==> src/sfx_pkg.sv <==
package sfx_pkg;

  localparam int WORD_W = 32;
  localparam int MAG_W  = 31;

  typedef enum logic [1:0] {
    STATUS_OK           = 2'd0,
    STATUS_ZERO_DEN     = 2'd1,
    STATUS_NOT_BELOW_ONE = 2'd2
  } status_t;

  // Payload handed from one division cell to the next.
  typedef struct packed {
    logic              invert;
    status_t           status;
    logic [MAG_W-1:0]  rem;
    logic [MAG_W-1:0]  mag_d;
    logic [WORD_W-1:0] word;
  } stage_t;

endpackage

==> src/sfx_prep.sv <==
module sfx_prep (
  input  logic                                 clk,
  input  logic                                 rst,
  input  logic                                 en,
  input  logic                                 in_valid,
  input  logic signed [sfx_pkg::WORD_W-1:0]    numerator,
  input  logic signed [sfx_pkg::WORD_W-1:0]    denominator,
  output logic                                 out_valid,
  output sfx_pkg::stage_t                      out_stage
);
  import sfx_pkg::*;

  logic              a_valid;
  logic              a_zero;
  logic [MAG_W-1:0]  a_num;
  logic [MAG_W-1:0]  a_den;

  logic              halve;
  logic [WORD_W-1:0] num_sum;
  logic [WORD_W-1:0] den_sum;
  logic [MAG_W-1:0]  num_h;
  logic [MAG_W-1:0]  den_h;

  logic              neg_n;
  logic              neg_d;
  logic [MAG_W-1:0]  mag_n;
  logic [MAG_W-1:0]  mag_d;
  stage_t            stage_next;

  // A value lies outside [-2^30, 2^30) exactly when its two top bits differ.
  // Adding one to a negative value before the shift makes the halving
  // truncate toward zero.
  always_comb begin
    halve   = (numerator[WORD_W-1] ^ numerator[WORD_W-2]) |
              (denominator[WORD_W-1] ^ denominator[WORD_W-2]);
    num_sum = numerator + {{(WORD_W-1){1'b0}}, numerator[WORD_W-1]};
    den_sum = denominator + {{(WORD_W-1){1'b0}}, denominator[WORD_W-1]};
    num_h   = halve ? num_sum[WORD_W-1:1] : numerator[MAG_W-1:0];
    den_h   = halve ? den_sum[WORD_W-1:1] : denominator[MAG_W-1:0];
  end

  always_ff @(posedge clk) begin
    if (rst) begin
      a_valid <= 1'b0;
    end else if (en) begin
      a_valid <= in_valid;
    end
    if (en) begin
      a_zero <= (denominator == '0);
      a_num  <= num_h;
      a_den  <= den_h;
    end
  end

  always_comb begin
    neg_n = a_num[MAG_W-1];
    neg_d = a_den[MAG_W-1];
    mag_n = neg_n ? (~a_num + MAG_W'(1)) : a_num;
    mag_d = neg_d ? (~a_den + MAG_W'(1)) : a_den;
    stage_next.invert = neg_n ^ neg_d;
    stage_next.rem    = mag_n;
    stage_next.mag_d  = mag_d;
    stage_next.word   = '0;
    if (a_zero) begin
      stage_next.status = STATUS_ZERO_DEN;
    end else if ((mag_d == '0) || (mag_n >= mag_d)) begin
      stage_next.status = STATUS_NOT_BELOW_ONE;
    end else begin
      stage_next.status = STATUS_OK;
    end
  end

  always_ff @(posedge clk) begin
    if (rst) begin
      out_valid <= 1'b0;
    end else if (en) begin
      out_valid <= a_valid;
    end
    if (en) begin
      out_stage <= stage_next;
    end
  end

endmodule

==> config.mk <==
export PLATFORM = sky130hd
export DESIGN_NAME = sfx_prep
export DESIGN_NICKNAME = d
export VERILOG_FILES = /design/src/sfx_pkg.sv /design/src/sfx_prep.sv
export SDC_FILE = /design/constraint.sdc
export NUM_CORES = 1
export LEC_CHECK = 0
export ABC_CLOCK_PERIOD_IN_PS = 5000
export BUFFER_PORTS_ARGS = -buffer_cell sky130_fd_sc_hd__buf_2
export CORE_MARGIN = 2
export CORE_UTILIZATION = 45
export DETAILED_ROUTE_END_ITERATION = 6
export PLACE_DENSITY_LB_ADDON = 0.3
export SLEW_MARGIN = 0
export SYNTH_ARGS = -nofsm -noshare
export SYNTH_HDL_FRONTEND = slang
export SYNTH_SLANG_ARGS = --single-unit
==> constraint.sdc <==
create_clock -name clk -period 5 [get_ports clk]
set_clock_uncertainty 0.05 [all_clocks]
set_input_delay 1 -clock clk [delete_from_list [all_inputs] [get_ports clk]]
set_output_delay 1 -clock clk [all_outputs]
set_load 0.02 [all_outputs]
==> impl_metrics.json <==
{
  "worst-r2r-setup-slack_ps": 770,
  "reg2reg_from": "a_den[0]$_DFFE_PP_",
  "leakage_uw": 0.00362,
  "wl_per_cell_um": 16.4,
  "cts_made_buffers": 17,
  "async_reset_ff_share_pct": 0,
  "crit_buf_inv": 2,
  "cts.sinks": 130,
  "layout_min_cycle_time_ps": 4230,
  "firstDrtPassIters": 5,
  "place.gp.congestion": 0.872,
  "synth_top_cell_by_area": "edfxtp_1",
  "yosys-top-cells-area": "edfxtp_1, xnor2_1, ha_1, nand2_1, a21oi_1",
  "synthCells": 831,
  "hold_path_end": "out_valid$_SDFFE_PP0P_",
  "antenna_found_initial": 1,
  "rsz0062_at_grt": "no",
  "grt_pass1_wl_um": 31000,
  "preCtsSetupSlack_ps": 855,
  "synth_common_cells": "edfxtp_1, nand2_1, xnor2_1",
  "critPathMostFrequentCell": "a21oi_1",
  "clkLatencyLatePin_ps": 410,
  "ant_nets": 0,
  "cts_hold_buf": 0,
  "area_delta_synth_final_pct": 16.0,
  "worstPathArrival_ps": 4440,
  "power_density_nw_per_um2": 363,
  "fin_setup_tns_ps": 0,
  "crit_path_top_delay_cell": "or4b_2",
  "finalWorstSetupSlack_ps": 772,
  "rr_endpoint": "out_stage[95]$_SDFFCE_PP0P_",
  "core-area_um2": 18000,
  "cts.repair.resized": 0,
  "synth_cell_types": 59,
  "final_layout_size_suffix_gt1_share_pct": 18.5,
  "endpoint_kind": "register",
  "grt_max_degree": 76,
  "grt_pass1_vias": 5932,
  "synth_top_area_share_pct": 46.7,
  "track_usage_pct": 20.0,
  "start_kind": "register",
  "die_area_um2": 19400,
  "cts_tree": "done",
  "drt-initial-drc-count": 567,
  "routed_wl_um": 19600,
  "hold_path.class": "register to register",
  "die_y_um": 139,
  "min_path_cells": 2,
  "relSlewSlack_pct": 37.5,
  "synth-seq-area-share_pct": 47.2,
  "worst_pin_slew_ps": 938,
  "crit_required_ps": 5210,
  "setup-violations-final": 0,
  "synth-edff-count": 128,
  "synth.most_common_cell": "edfxtp_1",
  "critPathKind": "register to register",
  "syn_area_um2": 8220,
  "vias": 6677,
  "initial_utilization_pct": 45.8,
  "path_cells": "inv_1, ha_1, or4b_2, or3_1, o21ai_0, xnor2_1, inv_1, ha_1, nand4_1, nor3_1, o21ai_0, a21oi_1, o31ai_1, o211ai_1, a21oi_1, a21oi_1",
  "min_from": "out_valid$_SDFFE_PP0P_",
  "clk_path_buf_depth": 2,
  "crit_fanout": 5,
  "crit_family": "simple AND/OR/NAND/NOR gates",
  "dp_hpwl_um": 15400,
  "rows": 49,
  "portBuffers": 133,
  "drc": 0,
  "fin_nets": 1057,
  "fmax_mhz": 237,
  "cts.clk_slew.worst_paths_ps": 50,
  "r2r_cells": 16,
  "cts_max_level": 4,
  "ys_warn_count": 0,
  "postCtsSetupBuffers": 0,
  "cts-root-buf": "clkbuf_16",
  "critPathMaxStageDelay_ps": 670,
  "synthFlopType": "edfxtp_1",
  "status": "complete, no violations",
  "diodes": 0,
  "drv_slew": 0,
  "ir_drop_mv": 0.270,
  "synth-seq-cells": 130,
  "drv_cap": 0,
  "period_share_pct": 84.6,
  "io_pins": 166,
  "hold_violations": 0,
  "finalPower_uw": 3460,
  "syn_avg_cell_area_um2": 9.90,
  "viasPerCell": 5.58,
  "globalRouteOverflowTotal": 0,
  "die_x_um": 139
}
-- metal layers --
| layer | vias to the layer above | track usage [%] | share of wire (%) |
|---|---|---|---|
| met5 | - | 0 | 0.056 |
| met2 | 244 | 30.5 | 44 |
| li1 | 3304 | - | - |
| met4 | 2 | 6.06 | 1.6 |
| met1 | 3098 | 28.5 | 47 |
| met3 | 29 | 4.77 | 6.8 |
-- worst max path at each step --
stage,start,endpoint,slack [ps],cells after the start
after floorplan,a_den[5]$_DFFE_PP_,out_stage[95]$_SDFFCE_PP0P_,1300,16
after global placement,a_den[0]$_DFFE_PP_,out_stage[95]$_SDFFCE_PP0P_,950,16
after detailed placement,a_den[0]$_DFFE_PP_,out_stage[95]$_SDFFCE_PP0P_,860,16
after CTS,a_den[0]$_DFFE_PP_,out_stage[95]$_SDFFCE_PP0P_,820,16
after global routing,a_den[0]$_DFFE_PP_,out_stage[95]$_SDFFCE_PP0P_,550,16
final,a_den[0]$_DFFE_PP_,out_stage[95]$_SDFFCE_PP0P_,770,16
-- placed cells by master (no fill, tap or decap), types with 7 or more instances in the layout --
master / n
mux2i_1: 7
edfxtp_1: 128
clkbuf_16: 17
a21oi_1: 49
o31ai_1: 22
buf_2: 132
nand4_1: 30
conb_1: 32
or4_1: 8
o21ai_0: 49
nor4_1: 12
nor2_1: 38
nand2_1: 92
a31oi_1: 7
ha_1: 35
or3_1: 10
nor3_1: 27
inv_1: 42
xnor2_1: 52
xor2_1: 18
o41ai_1: 9
o211ai_1: 18
nand3_1: 32
buf_4: 9
-- state kept, by name, indices dropped and copies added (netlist names) --
name,cells
out_stage,65
a_den,31
a_num,31
a_valid,1
a_zero,1
out_valid,1
-- tightest hold or removal path, cell delays in order (launching register included) --
cell and delay [ps]:
dfxtp_1 310, mux2i_1 60, nor2_1 80
-- kinds of logic (layout without fill, tap and decap cells) --
| kind of cell | after synthesis | after routing | share of synthesized area (%) |
|---|---|---|---|
| AOI/OAI and AO/OA | 184 | 184 | 14.3 |
| xor gates and xnor gates | 70 | 70 | 7.46 |
| adders and majority gates | 35 | 35 | 5.33 |
| DFF | 130 | 130 | 47.2 |
| muxes | 7 | 7 | 0.852 |
| buffers and inverters | 110 | 215 | 6.50 |
| other | 1 | 32 | 0.0456 |
| and+or+nand+nor | 294 | 294 | 18.3 |
-- layout make-up --
cell class,count,area [um2]
clock buffers,20,437
fillers,1639,8420
flip-flops and latches,130,3880
clock inverters,12,116
well taps,229,287
multi-input cells,622,3930
inverters,42,158
repair buffers,141,728
-- where the power goes --
part,internal (uW),leakage [uW],switching (uW),total (uW)
logic,305,0.00209,542,847
clock network,724,0.000258,423,1150
registers,1380,0.00127,93.5,1470
-- per-stage QoR --
step | area [um2] | hold WS, ps | cells | utilization (%)
floorplan | 8340 | 377 | 862 | -
global placement | 8990 | 426 | 1164 | 50.0
detailed placement | 8990 | 432 | 1164 | 50.0
CTS | 9540 | 446 | 1196 | 53.1
global route | 9540 | 467 | 1196 | 53.1
finish | 9540 | 441 | 1196 | 53.1
(Power assumes the default switching activity.)
