**config.mk**
```make
export PLATFORM = sky130hd
export DESIGN_NAME = sfx_cell
export DESIGN_NICKNAME = d
export VERILOG_FILES = /design/src/sfx_pkg.sv /design/src/sfx_cell.sv
export SDC_FILE = /design/constraint.sdc
export NUM_CORES = 1
export LEC_CHECK = 0
export BUFFER_PORTS_ARGS = -buffer_cell sky130_fd_sc_hd__buf_2
export CORE_ASPECT_RATIO = 0.5
export CORE_MARGIN = 2
export CORE_UTILIZATION = 45
export CTS_BUF_LIST = sky130_fd_sc_hd__clkbuf_4 sky130_fd_sc_hd__clkbuf_8
export DETAILED_ROUTE_END_ITERATION = 8
export MAX_ROUTING_LAYER = met4
export PLACE_DENSITY = 0.75
export SLEW_MARGIN = 20
export SYNTH_ARGS = -nofsm -noshare
export SYNTH_HDL_FRONTEND = slang
export SYNTH_SLANG_ARGS = --single-unit
```
**constraint.sdc**
```tcl
create_clock -name clk -period 7.9 [get_ports clk]
set_input_delay 1.58 -clock clk [delete_from_list [all_inputs] [get_ports clk]]
set_output_delay 1.58 -clock clk [all_outputs]
set_load 0.01 [all_outputs]
```
**src/sfx_pkg.sv**
```systemverilog
package sfx_pkg;

  localparam int WORD_W = 32;
  localparam int MAG_W  = 31;

  typedef enum logic [1:0] {
    STATUS_OK           = 2'd0,
    STATUS_ZERO_DEN     = 2'd1,
    STATUS_NOT_BELOW_ONE = 2'd2
  } status_t;

  // Payload handed from one division cell to the next.
  typedef struct packed {
    logic              invert;
    status_t           status;
    logic [MAG_W-1:0]  rem;
    logic [MAG_W-1:0]  mag_d;
    logic [WORD_W-1:0] word;
  } stage_t;

endpackage

```
**src/sfx_cell.sv**
```systemverilog
module sfx_cell #(
  parameter int BIT_POS = 30
) (
  input  logic            clk,
  input  logic            rst,
  input  logic            en,
  input  logic            in_valid,
  input  sfx_pkg::stage_t in_stage,
  output logic            out_valid,
  output sfx_pkg::stage_t out_stage
);
  import sfx_pkg::*;

  logic [MAG_W:0]   shifted;
  logic [MAG_W+1:0] diff;
  logic             take;
  stage_t           stage_next;

  // One restoring step: double the remainder and subtract the divisor if it fits.
  always_comb begin
    shifted    = {in_stage.rem, 1'b0};
    diff       = {1'b0, shifted} - {2'b00, in_stage.mag_d};
    take       = ~diff[MAG_W+1];
    stage_next = in_stage;
    stage_next.rem = take ? diff[MAG_W-1:0] : shifted[MAG_W-1:0];
    stage_next.word[BIT_POS] = take;
  end

  always_ff @(posedge clk) begin
    if (rst) begin
      out_valid <= 1'b0;
    end else if (en) begin
      out_valid <= in_valid;
    end
    if (en) begin
      out_stage <= stage_next;
    end
  end

endmodule

```
==> results.tsv, run 1 <==
metric	value	unit
status	complete, no violations	
period_share	60.0	%
arrival	4.88	ns
grt_max_degree	59	
antenna_found_initial	0	
cts_hold_buf	0	
ys_ff_latch	98	
fmax	0.211	GHz
pin_count	199	
wl	11500	um
chipWidth	154	um
cts_resized	0	
setup_viol	0	
cp.required	8.04	ns
ys.flop_type	edfxtp_1	
drtAntennaViolNets	0	
dpl-instance-area	6130	um^2
tightest_slew	0.728	ns
ys_types	53	
seq_area_frac_synth	58.3	%
grt_overflow	0	
syn-num-nets	565	
end_kind	flip-flop	
min-delay-path-class	flip-flop to flip-flop	
syn_to_final_growth	25.8	%
clock_path_buffers	2	
maxSlewHeadroom	51.4	%
path_cells	buf_2 > inv_1 > fa_1 > a211oi_1 > nor2_1 > o31ai_2 > o41a_1 > o211ai_1 > o21ai_4 > buf_4 > mux2_1	
crit_fanout	37	
start_util	46.0	%
synth_area_per_cell	11.6	um^2
rsz0062_at_grt	false	
die_area	12100	um^2
grt_pass1_wl	18000	um
path_class	input pin to flip-flop	
report.final.slew_viol_count	0	
vdd_drop_max	0.0000734	V
grt_use_total	19.3	%
cts_sinks	98	
cts-root-buf	clkbuf_8	
p_leak	2.84	nW
antenna_cells	0	
hold_ws	0.510	ns
grt_pass1_vias	3778	
synth_area	5030	um^2
drv_cap	0	
die_h	78.8	um
synth_top_area_share	57.9	%
start_kind	input pin	
cts_max_level	3	
syn_inst	433	
hold_viol_final	0	
fin_skew	0	ns
cts_tree	built	
viasPerCell	5.06	
crit_path_max_incr_delay	0.51	ns
postCtsSetupBuffers	0	
yosysTopAreaCell	edfxtp_1	
fin_crit	4.74	ns
clock_latency	0.37	ns
async_flop_share	0	%
vias	3928	
wire_per_inst	14.8	um
route.detailed.drc	0	
drt_iter0_markers	273	
synth_edf_count	97	
place_congestion	0.811	
final_nets	758	
dpl.hpwl	8790	um
fin_area	6330	um^2
p_per_area	201	nW/um^2
cts-buffers-inserted	9	
yosysWarnings	0	
tns	0	ns
synth_area_leaders	edfxtp_1, ha_1, o21ai_0	
drive_gt1_share	35.3	%
path_clk_slew	0.10	ns
rows	27	
cp_slowest_cell	o21ai_4	
coreArea	10900	um^2
portBuffers	197	
dr.pass1.iters	5	
power.total	1.27	mW
==> worst max-delay path: cells and delay by family <==
| family | cells | cell delay [ns] |
|---|---|---|
| AO/OA/AOI/OAI | 5 | 1.70 |
| buffers and inverters | 3 | 0.59 |
| adder cells (fa/ha/maj) | 1 | 0.48 |
| multiplexers | 1 | 0.36 |
| AND/OR/NAND/NOR | 1 | 0.14 |
==> final cells by class <==
cell class                      instances  area (um^2)
Fill cell                             956         4620
Inverter                               39          146
Clock buffer                           10          138
Clock inverter                          6         56.3
Timing Repair Buffer                  199         1000
Multi-Input combinational cell        279         1870
Tap cell                              145          181
Sequential cell                        98         2930
==> worst paths after layout <==
kind | startpoint | endpoint | slack, ns | cells after the start
setup / recovery | in_stage[32] | out_stage[89] | 3.16 | 11
hold / removal | out_valid | out_valid | 0.51 | 2
setup reg to reg | out_valid | out_valid | 7.31 | 2
hold reg to reg | out_valid | out_valid | 0.51 | 2
==> cells in the mapped netlist (all sizes together) (7+ instances only) <==
cell type / number
nand3: 7
o21ai: 47
nor2: 18
inv: 39
a21o: 11
a21oi: 25
nand2: 48
clkbuf: 13
ha: 30
xnor2: 10
xor2: 14
edfxtp: 97
==> power by group <==
part | switching (mW) | total [mW] | internal, mW | leakage, nW
Combinational | 0.172 | 0.296 | 0.124 | 1.79
Sequential | 0.0119 | 0.650 | 0.638 | 0.957
Clock | 0.193 | 0.323 | 0.130 | 0.0969
==> logic make-up after synthesis <==
family | Yosys count | share of synthesized area (%)
AOI/OAI and AO/OA | 118 | 14.6
xor gates and xnor gates | 24 | 4.18
adders and majority gates | 31 | 7.86
buffers and inverters | 56 | 4.70
DFF | 98 | 58.3
muxes | 5 | 1.09
and+or+nand+nor | 101 | 9.27
==> stage by stage <==
step / utilization [%] / cells / setup WS (ns)
final: 57.8 / 776 / 3.16
after global routing: 57.8 / 776 / 2.86
after CTS: 57.8 / 776 / 3.13
after detailed placement: 56.0 / 760 / 2.73
after global placement: 56.0 / 760 / 2.87
after floorplan: - / 433 / 3.88
==> registers in the layout (all words and copies together), names as in the netlist <==
name and flops:
out_valid 1, out_stage 97
==> cells in the final DEF (no fill, tap or decap), types with 3 or more instances in the layout <==
| cell type | n |
|---|---|
| nor3_1 | 6 |
| o21a_1 | 5 |
| xnor2_1 | 10 |
| o21ai_0 | 42 |
| nand4_1 | 5 |
| nand3_1 | 7 |
| o21ai_1 | 4 |
| buf_2 | 196 |
| mux2_1 | 4 |
| a21o_1 | 11 |
| o31ai_1 | 5 |
| nand2b_1 | 3 |
| a31oi_1 | 4 |
| ha_1 | 30 |
| clkbuf_8 | 10 |
| nand2_1 | 48 |
| a21oi_1 | 25 |
| inv_1 | 39 |
| buf_4 | 3 |
| edfxtp_1 | 97 |
| a211oi_1 | 3 |
| xor2_1 | 14 |
| nor2_1 | 18 |
==> routing by layer <==
metal  track usage (%)  routed length [um]  vias to the layer above
met2              30.4                5430                      128
met5                 -                   0                        -
met3              5.02                 755                       11
met4              5.60                 146                        0
met1              25.2                5200                     1815
li1                  -                   -                     1974
(Power assumes the default switching activity.)
==> run 2, diff against run 1 <==
--- a/config.mk
+++ b/config.mk
@@ -5,6 +5,7 @@
 export SDC_FILE = /design/constraint.sdc
 export NUM_CORES = 1
 export LEC_CHECK = 0
+export ABC_AREA = 1
 export BUFFER_PORTS_ARGS = -buffer_cell sky130_fd_sc_hd__buf_2
 export CORE_ASPECT_RATIO = 0.5
 export CORE_MARGIN = 2
@@ -12,7 +13,7 @@
 export CTS_BUF_LIST = sky130_fd_sc_hd__clkbuf_4 sky130_fd_sc_hd__clkbuf_8
 export DETAILED_ROUTE_END_ITERATION = 8
 export MAX_ROUTING_LAYER = met4
-export PLACE_DENSITY = 0.75
+export PLACE_DENSITY = 0.73
 export SLEW_MARGIN = 20
 export SYNTH_ARGS = -nofsm -noshare
 export SYNTH_HDL_FRONTEND = slang
==> constraint.sdc (replaced) <==
create_clock -name clk -period 4.72 [get_ports clk]
set_input_delay 0.944 -clock clk [delete_from_list [all_inputs] [get_ports clk]]
set_output_delay 0.944 -clock clk [all_outputs]
set_load 0.01 [all_outputs]
==> results.tsv, run 2 <==
metric	value	unit	change
status	complete, no violations		
ys.flop_type	edfxtp_1		
synth_area_per_cell	8.52	um^2	-27%
r2r-end	out_valid		
r2r_slack	4.14	ns	-3.17 ns
rr_worst_depth	2		unchanged
layout_commonest_cell	nand2_1		
die_h	84.6	um	+7.4%
use_met3	4.89	%	-0.13 points
grt_pass1_vias	4656		+23%
die_area	14000	um^2	+16%
fin_crit	2.81	ns	
p_per_area	303	nW/um^2	+51%
grt_max_degree	45		-24%
coreArea	12700	um^2	+16%
path_clk_slew	0.10	ns	about the same
final_nets	1023		+35%
syn_to_final_growth	22.9	%	
dpl.hpwl	11500	um	+30%
synth_area_leaders	edfxtp_1, nand2_1, inv_1		
dpl-instance-area	7000	um^2	+14%
synth_area	5850	um^2	+16%
drv_cap	0		unchanged
drtAntennaViolNets	0		unchanged
seq_area_frac_synth	50.1	%	-8.1 points
crit_fanout	44		+19%
cts_max_level	3		unchanged
vias	4984		+27%
chipWidth	165	um	+7.6%
final_cell_mix	nand2_1, buf_2, inv_1		
yosysTopAreaCell	edfxtp_1		
antenna_cells	0		unchanged
fin_skew	0	ns	unchanged
synth_common_cells	nand2_1, inv_1, edfxtp_1		
ys_types	32		-40%
worstHoldPathCells	2		unchanged
fmax	0.356	GHz	
cts_hold_buf	0		unchanged
async_flop_share	0	%	unchanged
vdd_drop_max	0.000141	V	+92%
end_kind	flip-flop		
maxSlewHeadroom	64.9	%	+13 points
portBuffers	197		unchanged
rows	29		+7.4%
syn-num-nets	818		+45%
place_congestion	0.922		+14%
worstHoldEndpoint	out_valid		
fin_area	7190	um^2	+14%
synth_top_area_share	49.8	%	-8.1 points
grt.busiest_layer	met2		
grt_pass1_wl	22100	um	+22%
place_ws	1.51	ns	-1.22 ns
syn_inst	686		+58%
rr_startpoint	out_valid		
yosysMostFrequentCell	nand2_1		
cts-buffers-inserted	9		unchanged
p_leak	3.77	nW	+33%
yosysWarnings	0		unchanged
synth_edf_count	97		unchanged
path_class	input pin to flip-flop		
grtUsageMet2	33.6	%	+3.2 points
cts_sinks	98		unchanged
cts_resized	0		unchanged
start_kind	input pin		
ys_ff_latch	98		unchanged
pin_count	199		unchanged
start_util	46.2	%	+0.20 points
wl	14300	um	+24%
viasPerCell	4.68		-7.6%
min-delay-path-class	flip-flop to flip-flop		
period_share	59.4	%	
dr.pass1.iters	4		-1
worstHoldStart	out_valid		
setup_viol	0		unchanged
tns	0	ns	unchanged
drive_gt1_share	28.9	%	-6.4 points
clock_latency	0.37	ns	about the same
report.final.slew_viol_count	0		unchanged
regMostFlops	out_stage		
drt_iter0_markers	219		-20%
cp.required	4.96	ns	-3.08 ns
antenna_found_initial	0		unchanged
final.setup.worst_slack	1.91	ns	-1.25 ns
clock_path_buffers	2		unchanged
fillers	1211		+27%
hold_ws	0.502	ns	-0.00810 ns
grt_use_total	21.1	%	+1.7 points
route.detailed.drc	0		unchanged
rsz0062_at_grt	false		
hold_viol_final	0		unchanged
tightest_slew	0.527	ns	-0.202 ns
cts-root-buf	clkbuf_8		
cts_tree	built		
largest_reg_flops	97		unchanged
grt_overflow	0		unchanged
postCtsSetupBuffers	0		unchanged
top_regs	out_stage x97, out_valid x1		
arrival	3.05	ns	-1.83 ns
wire_per_inst	13.4	um	-9.6%
grtUsageMet1	27.7	%	+2.5 points
## run 2: cell count changes in the layout (fill, tap and decap cells not counted), moves of 13 or more
cell     previous run  this run
nand2_2             0        17
nand2_1            48       244
o21ai_2             0        13
xor2_1             14         1
o21ai_0            42         1
nand3_1             7        39
inv_1              39       135
nor2_1             18        37
## run 2: routing by layer
layer  share of wire, %  vias to the layer above
li1                   -                     2567
met1                 47                     2269
met2                 46                      140
met3                6.9                        8
met4               0.73                        0
met5                  0                        -
## run 2: cells by family after synthesis
kind of cell,share of synthesized area [%]
xor+xnor,2.10
simple gates,26.2
buf+inv,10.0
mux,0.171
fa+ha+maj,6.76
compound gates,4.58
flops,50.1
## run 2: stage by stage
| stage | std cells | power, mW | utilization, % |
|---|---|---|---|
| floorplan | 686 | 1.46 | - |
| global placement | 1050 | 1.67 | 55.3 |
| detailed placement | 1050 | 1.68 | 55.3 |
| CTS | 1066 | 2.20 | 56.8 |
| global route | 1066 | 2.30 | 56.8 |
| finish | 1066 | 2.18 | 56.8 |
## run 2: critical path, stage by stage
cell and delay [ns]:
buf_2 0.08, inv_1 0.09, fa_1 0.53, nand3_1 0.14, nand3_2 0.10, nand2_1 0.09
nand2_2 0.07, nand2_1 0.08, nand2_2 0.11, nand2_2 0.14, nand2_8 0.13, inv_8 0.28
nand2_1 0.10, nand2_1 0.10
## run 2: final cells by class
cell class / count / area (um^2) / share of cell area [%]
Timing Repair Buffer: 199 / 1000 / 14.0
Sequential cell: 98 / 2930 / 40.8
Inverter: 138 / 526 / 7.31
Tap cell: 170 / 213 / 2.96
Clock inverter: 7 / 58.8 / 0.818
Multi-Input combinational cell: 445 / 2330 / 32.4
Clock buffer: 9 / 124 / 1.72
## run 2: where the power goes
part           total (mW)  switching [mW]  internal [mW]
combinational       0.577           0.357          0.219
sequential           1.08          0.0187           1.06
clock               0.524           0.322          0.201
total                2.18           0.698           1.48
## run 2: worst max path at each step
stage / cells past startpoint / slack (ns) / to / start
after floorplan: 13 / 2.04 / out_stage[66] / in_stage[32]
after global placement: 13 / 1.56 / out_stage[72] / in_stage[32]
after detailed placement: 13 / 1.51 / out_stage[71] / in_stage[32]
after CTS: 13 / 1.91 / out_stage[75] / in_stage[32]
after global routing: 14 / 1.75 / out_stage[82] / in_stage[32]
final: 14 / 1.91 / out_stage[81] / in_stage[32]
